**src/spip_pkg.sv**
```systemverilog
// Shared types and constants for the scanline point-in-polygon block.
// No dependencies; compile this file first.
`default_nettype none

package spip_pkg;

  // Default coordinate width of the edge and point fields.
  localparam int COORD_BITS_DEF = 24;

  // Crossing counters wrap modulo 2^CNT_BITS.
  localparam int CNT_BITS = 13;

  typedef logic [CNT_BITS-1:0] cnt_t;

  // Per-edge control bits carried alongside the datapath.
  typedef struct packed {
    logic spans;    // closed y span of the edge contains the scanline
    logic dy_zero;  // horizontal edge
    logic dy_neg;   // edge runs downward
    logic last;     // closing edge of the polygon
  } edge_flags_t;

endpackage

`default_nettype wire

```
**src/spip_in_if.sv**
```systemverilog
// Edge channel: valid/ready handshake with query point and one polygon edge.
// Depends on spip_pkg.
`default_nettype none

interface spip_in_if import spip_pkg::*; #(
  parameter int CoordBits = COORD_BITS_DEF
) ();

  logic                        valid;
  logic                        ready;
  logic signed [CoordBits-1:0] point_x;
  logic signed [CoordBits-1:0] point_y;
  logic signed [CoordBits-1:0] edge_x_start;
  logic signed [CoordBits-1:0] edge_y_start;
  logic signed [CoordBits-1:0] edge_x_end;
  logic signed [CoordBits-1:0] edge_y_end;
  logic                        last_edge;

  modport source (
    output valid, point_x, point_y, edge_x_start, edge_y_start,
           edge_x_end, edge_y_end, last_edge,
    input  ready
  );

  modport sink (
    input  valid, point_x, point_y, edge_x_start, edge_y_start,
           edge_x_end, edge_y_end, last_edge,
    output ready
  );

endinterface

`default_nettype wire

```
**src/spip_out_if.sv**
```systemverilog
// Result channel: valid/ready handshake with the inside/outside verdict.
// Depends on spip_pkg.
`default_nettype none

interface spip_out_if import spip_pkg::*; ();

  logic valid;
  logic ready;
  logic inside_res;
  logic odd_crossings;
  cnt_t crossing_total;

  modport source (
    output valid, inside_res, odd_crossings, crossing_total,
    input  ready
  );

  modport sink (
    input  valid, inside_res, odd_crossings, crossing_total,
    output ready
  );

endinterface

`default_nettype wire

```
**src/scanline_point_in_polygon.sv**
```systemverilog
// Crossing-number point-in-polygon test, one polygon edge per item.
// Depends on spip_pkg, spip_in_if and spip_out_if.
`default_nettype none

// Streams one polygon edge per cycle, unless stalled as below, and reports one
// verdict per polygon, on the edge marked last_edge. Each edge passes three
// registers: the input register holds the endpoint differences and span test,
// the product register holds the two signed 2*(COORD_BITS+1)-bit products that
// place the crossing relative to point_x, and the counters plus the result
// register take the comparison. A new edge is accepted while earlier edges are
// still in flight. The edge channel stays ready while a verdict waits to be
// taken, and stalls only when a closing edge reaches the counters with the
// previous verdict still untaken. Crossing counts wrap modulo 8192; parity, and
// so the verdict, is unaffected. The counters clear after every closing edge.
module scanline_point_in_polygon import spip_pkg::*; #(
  parameter int COORD_BITS = COORD_BITS_DEF
) (
  input  logic      clk,
  input  logic      rst,
  spip_in_if.sink   edges,
  spip_out_if.source verdict
);

  localparam int DIFF_BITS = COORD_BITS + 1;
  localparam int PROD_BITS = 2 * DIFF_BITS;

  // Input register
  logic                        valid1;
  edge_flags_t                 flags1;
  logic signed [DIFF_BITS-1:0] a1, b1, c1, d1;

  // Product register
  logic                        valid2;
  edge_flags_t                 flags2;
  logic signed [PROD_BITS-1:0] p1, p2;

  // Accumulated state and result register
  cnt_t total_count, left_count;
  logic touch_flag;
  logic out_valid;
  logic out_inside;
  logic out_odd;
  cnt_t out_total;

  // Sign-extended operands at the input
  logic signed [DIFF_BITS-1:0] pxw, pyw, xsw, ysw, xew, yew;
  logic signed [DIFF_BITS-1:0] a_next, b_next, c_next, d_next;
  edge_flags_t                 flags_next;

  logic out_free, consume2, load2, move1, take_in;
  logic is_left, is_touch;
  cnt_t total_next, left_next;
  logic touch_next;
  logic signed [PROD_BITS-1:0] p1_next, p2_next;

  // Handshake chain: each stage moves when the one after it has room.
  always_comb begin
    out_free = !out_valid || verdict.ready;
    consume2 = valid2 && (!flags2.last || out_free);
    load2    = !valid2 || consume2;
    move1    = valid1 && load2;
    take_in  = edges.valid && edges.ready;
  end

  assign edges.ready = !valid1 || load2;

  // Differences against the first endpoint and the scanline span test.
  always_comb begin
    pxw = {edges.point_x[COORD_BITS-1], edges.point_x};
    pyw = {edges.point_y[COORD_BITS-1], edges.point_y};
    xsw = {edges.edge_x_start[COORD_BITS-1], edges.edge_x_start};
    ysw = {edges.edge_y_start[COORD_BITS-1], edges.edge_y_start};
    xew = {edges.edge_x_end[COORD_BITS-1], edges.edge_x_end};
    yew = {edges.edge_y_end[COORD_BITS-1], edges.edge_y_end};
    a_next = pyw - ysw;
    b_next = xew - xsw;
    c_next = pxw - xsw;
    d_next = yew - ysw;
    flags_next.spans   = ((ysw <= pyw) && (pyw <= yew)) || ((yew <= pyw) && (pyw <= ysw));
    flags_next.dy_zero = (d_next == '0);
    flags_next.dy_neg  = d_next[DIFF_BITS-1];
    flags_next.last    = edges.last_edge;
  end

  always_ff @(posedge clk) begin
    if (rst) begin
      valid1 <= 1'b0;
    end else if (take_in) begin
      valid1 <= 1'b1;
    end else if (move1) begin
      valid1 <= 1'b0;
    end
    if (take_in) begin
      flags1 <= flags_next;
      a1     <= a_next;
      b1     <= b_next;
      c1     <= c_next;
      d1     <= d_next;
    end
  end

  // sign(xcross - px) = sign(a*b - c*d) * sign(dy)
  always_comb begin
    p1_next = PROD_BITS'(a1) * PROD_BITS'(b1);
    p2_next = PROD_BITS'(c1) * PROD_BITS'(d1);
  end

  always_ff @(posedge clk) begin
    if (rst) begin
      valid2 <= 1'b0;
    end else if (load2) begin
      valid2 <= valid1;
    end
    if (move1) begin
      flags2 <= flags1;
      p1     <= p1_next;
      p2     <= p2_next;
    end
  end

  // Classify the crossing and fold it into the counts.
  always_comb begin
    is_left  = flags2.spans && !flags2.dy_zero && (flags2.dy_neg ? (p1 > p2) : (p1 < p2));
    is_touch = flags2.spans && !flags2.dy_zero && (p1 == p2);
    total_next = total_count + cnt_t'(flags2.spans);
    left_next  = left_count + cnt_t'(is_left);
    touch_next = touch_flag || is_touch;
  end

  always_ff @(posedge clk) begin
    if (rst) begin
      total_count <= '0;
      left_count  <= '0;
      touch_flag  <= 1'b0;
      out_valid   <= 1'b0;
    end else begin
      if (consume2) begin
        if (flags2.last) begin
          // Closing edge: drop the counts for the next polygon.
          total_count <= '0;
          left_count  <= '0;
          touch_flag  <= 1'b0;
        end else begin
          total_count <= total_next;
          left_count  <= left_next;
          touch_flag  <= touch_next;
        end
      end
      if (consume2 && flags2.last) begin
        out_valid <= 1'b1;
      end else if (verdict.ready) begin
        out_valid <= 1'b0;
      end
    end
    if (consume2 && flags2.last) begin
      out_odd    <= total_next[0];
      out_inside <= !total_next[0] && (touch_next || left_next[0]);
      out_total  <= total_next;
    end
  end

  assign verdict.valid          = out_valid;
  assign verdict.inside_res     = out_inside;
  assign verdict.odd_crossings  = out_odd;
  assign verdict.crossing_total = out_total;

endmodule

`default_nettype wire

```
**src/flat_wrapper.sv**
```systemverilog
// flat-port wrapper written by rule: the top's interface ports become plain ports
module scanline_point_in_polygon_flat import spip_pkg::*;
#(
  parameter int COORD_BITS = COORD_BITS_DEF
)
  (clk, rst, edges_valid, edges_point_x, edges_point_y, edges_edge_x_start, edges_edge_y_start, edges_edge_x_end, edges_edge_y_end, edges_last_edge, edges_ready, verdict_valid, verdict_inside_res, verdict_odd_crossings, verdict_crossing_total, verdict_ready);
  spip_in_if edges_i ();
  spip_out_if verdict_i ();
  input  logic clk;
  input  logic rst;
  input wire logic [$bits(edges_i.valid)-1:0] edges_valid;
  input wire logic [$bits(edges_i.point_x)-1:0] edges_point_x;
  input wire logic [$bits(edges_i.point_y)-1:0] edges_point_y;
  input wire logic [$bits(edges_i.edge_x_start)-1:0] edges_edge_x_start;
  input wire logic [$bits(edges_i.edge_y_start)-1:0] edges_edge_y_start;
  input wire logic [$bits(edges_i.edge_x_end)-1:0] edges_edge_x_end;
  input wire logic [$bits(edges_i.edge_y_end)-1:0] edges_edge_y_end;
  input wire logic [$bits(edges_i.last_edge)-1:0] edges_last_edge;
  output wire logic [$bits(edges_i.ready)-1:0] edges_ready;
  output wire logic [$bits(verdict_i.valid)-1:0] verdict_valid;
  output wire logic [$bits(verdict_i.inside_res)-1:0] verdict_inside_res;
  output wire logic [$bits(verdict_i.odd_crossings)-1:0] verdict_odd_crossings;
  output wire logic [$bits(verdict_i.crossing_total)-1:0] verdict_crossing_total;
  input wire logic [$bits(verdict_i.ready)-1:0] verdict_ready;
  assign edges_i.valid = edges_valid;
  assign edges_i.point_x = edges_point_x;
  assign edges_i.point_y = edges_point_y;
  assign edges_i.edge_x_start = edges_edge_x_start;
  assign edges_i.edge_y_start = edges_edge_y_start;
  assign edges_i.edge_x_end = edges_edge_x_end;
  assign edges_i.edge_y_end = edges_edge_y_end;
  assign edges_i.last_edge = edges_last_edge;
  assign edges_ready = edges_i.ready;
  assign verdict_valid = verdict_i.valid;
  assign verdict_inside_res = verdict_i.inside_res;
  assign verdict_odd_crossings = verdict_i.odd_crossings;
  assign verdict_crossing_total = verdict_i.crossing_total;
  assign verdict_i.ready = verdict_ready;
  scanline_point_in_polygon #(.COORD_BITS(COORD_BITS)) u_core (.clk(clk), .rst(rst), .edges(edges_i), .verdict(verdict_i));
endmodule
```
**config.mk**
```make
export PLATFORM = sky130hd
export DESIGN_NAME = scanline_point_in_polygon_flat
export DESIGN_NICKNAME = d
export VERILOG_FILES = /design/src/spip_pkg.sv /design/src/spip_in_if.sv /design/src/spip_out_if.sv /design/src/scanline_point_in_polygon.sv /design/src/flat_wrapper.sv
export SDC_FILE = /design/constraint.sdc
export NUM_CORES = 2
export LEC_CHECK = 0
export BUFFER_PORTS_ARGS = -buffer_cell sky130_fd_sc_hd__buf_4
export CORE_ASPECT_RATIO = 1.1
export CORE_MARGIN = 2
export CORE_UTILIZATION = 60
export CTS_CLUSTER_SIZE = 12
export DETAILED_ROUTE_END_ITERATION = 8
export PLACE_DENSITY = 0.81
export SYNTH_ARGS = -nofsm -noshare
export SYNTH_HDL_FRONTEND = slang
export SYNTH_SLANG_ARGS = --single-unit
```
**constraint.sdc**
```tcl
create_clock -name clk -period 18.2 [get_ports clk]
set_clock_uncertainty 0.15 [all_clocks]
set_input_delay 1.82 -clock clk [delete_from_list [all_inputs] [get_ports clk]]
set_output_delay 1.82 -clock clk [all_outputs]
set_load 0.05 [all_outputs]
```
==> impl_metrics.csv <==
group,metric,value,unit
worst_setup_path,cp_cell_sequence,"nand2_1 -> fa_1 -> inv_1 -> fa_1 -> inv_1 -> fa_1 -> inv_1 -> fa_1 -> fa_1 -> fa_1 -> inv_1 -> fa_1 -> inv_1 -> ha_1 -> nand4_1 -> or3_1 -> a211oi_1 -> nor3_1 -> o31ai_1 -> a21oi_1 -> a21o_1 -> o21ai_1 -> xor2_1",
clock_network,clk_pin_slew,0.06,ns
timing,fmax,118,MHz
grt,overflow,0,
worst_setup_path,arrival,8.66,ns
detailed_routing,drc,0,
placement,gp_congestion,0.950,
detailed_routing,via_count,42900,
synthesis,synth_area,0.0593,mm^2
worst_setup_path,required,18.39,ns
synthesis,ys_warn_count,0,
synthesis,postSynthCellCount,6152,
grt,grt_use_total,31.7,%
grt,grt_pass1_wl,250000,um
cells_and_area,areaGrowthSynthToFinish,6.01,%
placement,dpl.hpwl,127000,um
worst_setup_path,path_common_cell,"fa_1",
worst_setup_path,slowest_delay,0.93,ns
worst_setup_path,slowest_stage,"edfxtp_1",
timing,rsz0062_at_grt,"false",
clock_network,clockBufferDepth,3,
clock_network,clk_latency,0.63,ns
clock_network,hold_buffers,0,
clock_network,clock-root-buffer,"clkbuf_16",
timing,setup_viol,0,
detailed_routing,drt-pass1-iter-count,6,
timing,finalHoldViolCount,0,
timing,finalMaxSlewViolations,0,
synthesis,syn_nets,8076,
grt,grt_pass1_vias,47300,
synthesis,syn_area_per_cell,9.64,um^2
clock_network,cts_tree,"built",
worst_setup_path,worstPathMaxFanout,25,
timing,relSlewSlack,8.97,%
detailed_routing,wirelength,153000,um
cells_and_area,final_common_cell,"inv_1",
clock_network,cts_sinks,239,
cells_and_area,final_layout_size_suffix_gt1_share,4.85,%
cells_and_area,nFillCells,7626,
timing,worstMarginPinSlew,1.36,ns
timing,fin_crit,8.47,ns
synthesis,dominantRegCellSynth,"edfxtp_1",
floorplanning,start_util,60.8,%
floorplanning,die-area,0.101,mm^2
detailed_routing,viasPerCell,5.73,
synthesis,async_flop_share,0,%
floorplanning,pin_count,166,
grt,grt_max_degree,63,
floorplanning,die_h,334,um
cells_and_area,layout_common_cells,"inv_1 (1433), fa_1 (1320), nand2_1 (688), and2_1 (611), ha_1 (455)",
clock_network,htree_num_levels,1,
cells_and_area,final_net_count,8108,
clock_network,post_cts_buffers,0,
worst_setup_path,endpoint_kind,"flop",
grt,grt_antenna_before_repair,2,
timing,tns,0,ns
worst_setup_path,worstSetupPathType,"flop to flop",
outcome,outcome,"complete, no violations",
clock_network,ctsResizeCount,0,
worst_setup_path,worstSetupStartpointType,"flop",
clock_network,cts_buffers,30,
detailed_routing,drt_iter0_drc,3187,
synthesis,synth_edf_count,221,
placement,port_buffers,165,
cells_and_area,num_antenna_cells,0,
detailed_routing,wl_per_cell,20.5,um
floorplanning,rows,120,
min_path,hold_class,"flop to flop",
detailed_routing,antenna_left,0,
synthesis,yosysSeqAreaShare,11.8,%
timing,fin_crit_sh,46.5,%
synthesis,yosys.cell_types.count,77,
flow_run,max_cap_violations,0,
synthesis,ys_ff_latch,239,
floorplanning,die_w,304,um
floorplanning,core,0.0976,mm^2
synth_stat cells (36+ instances only):
master / instances / area, um^2
a21o_1: 86 / 646
and2_1: 611 / 3820
nor2_1: 174 / 653
ha_1: 455 / 5690
nand2_1: 688 / 2580
xor2_1: 59 / 517
nor2b_1: 39 / 244
edfxtp_1: 221 / 6640
a21oi_1: 166 / 831
clkbuf_1: 223 / 837
o21ai_0: 80 / 400
inv_1: 1433 / 5380
nand2b_1: 38 / 238
xnor2_1: 143 / 1250
nand3_1: 38 / 190
fa_1: 1320 / 26400
nor3_1: 36 / 180
final timing paths:
check                                           startpoint                         end  slack [ns]  depth (start not counted)
worst max-delay path                u_core.d1[2]$_DFFE_PP_     u_core.p2[45]$_DFFE_PP_        9.73                         23
worst min-delay path            u_core.flags1[2]$_DFFE_PP_  u_core.flags2[2]$_DFFE_PP_        0.28                          0
worst max register to register      u_core.d1[2]$_DFFE_PP_     u_core.p2[45]$_DFFE_PP_        9.73                         23
worst min register to register  u_core.flags1[2]$_DFFE_PP_  u_core.flags2[2]$_DFFE_PP_        0.28                          0
stage by stage:
step                setup WS (ns)  utilization, %  cell area (um^2)  cells  hold slack [ns]
finish                       9.73            64.4             62900   7489            0.276
global route                 9.27            64.4             62900   7489            0.280
floorplan                   10.37               -             59300   6152            0.250
detailed placement           9.83            63.3             61800   7433            0.257
global placement             9.99            63.3             61800   7433            0.253
CTS                          9.80            64.4             62900   7489            0.268
sequential cells by signal (all words and copies together) (netlist names):
name,cells
u_core.c1,25
u_core.a1,25
u_core.total_count,13
u_core.p2,50
u_core.valid2,1
u_core.left_count,1
u_core.verdict.inside_res,1
u_core.b1,25
u_core.verdict.crossing_total,13
u_core.touch_flag,1
u_core.p1,50
u_core.verdict.valid,1
u_core.valid1,1
u_core.d1,25
u_core.flags2,4
u_core.flags1,3
layout make-up:
type / count / area [um^2] / share of cell area, %
multi-input cells: 4249 / 46100 / 73.3
flip-flops and latches: 239 / 7000 / 11.1
inverters: 1435 / 5390 / 8.57
repair buffers: 229 / 1720 / 2.74
well taps: 1281 / 1600 / 2.55
clock buffers: 40 / 818 / 1.30
clock inverters: 16 / 267 / 0.424
critical path, delay by kind of cell (launching register included):
family	cells	cell delay, ns
adders and majority gates	8	4.16
AOI/OAI and AO/OA	5	1.28
and+or+nand+nor	4	1.08
DFF	1	0.93
buffers and inverters	5	0.50
xor gates and xnor gates	1	0.08
layer usage:
metal,wire [um],global-route usage (%)
met1,55600,39.4
met4,9910,17.3
met5,15,0
met3,12000,4.58
met2,75700,53.9
kinds of logic after synthesis:
| logic type | Yosys count | synth area share (%) |
|---|---|---|
| muxes | 2 | 0.0359 |
| and+or+nand+nor | 1723 | 14.5 |
| xor gates and xnor gates | 203 | 3.01 |
| buffers and inverters | 1664 | 10.5 |
| DFF | 239 | 11.8 |
| adders and majority gates | 1775 | 54.2 |
| AOI/OAI and AO/OA | 546 | 5.94 |
Power is left out: the tool's default activity adds up to more than one toggle a clock period on the data nets, which glitch-free logic cannot reach.
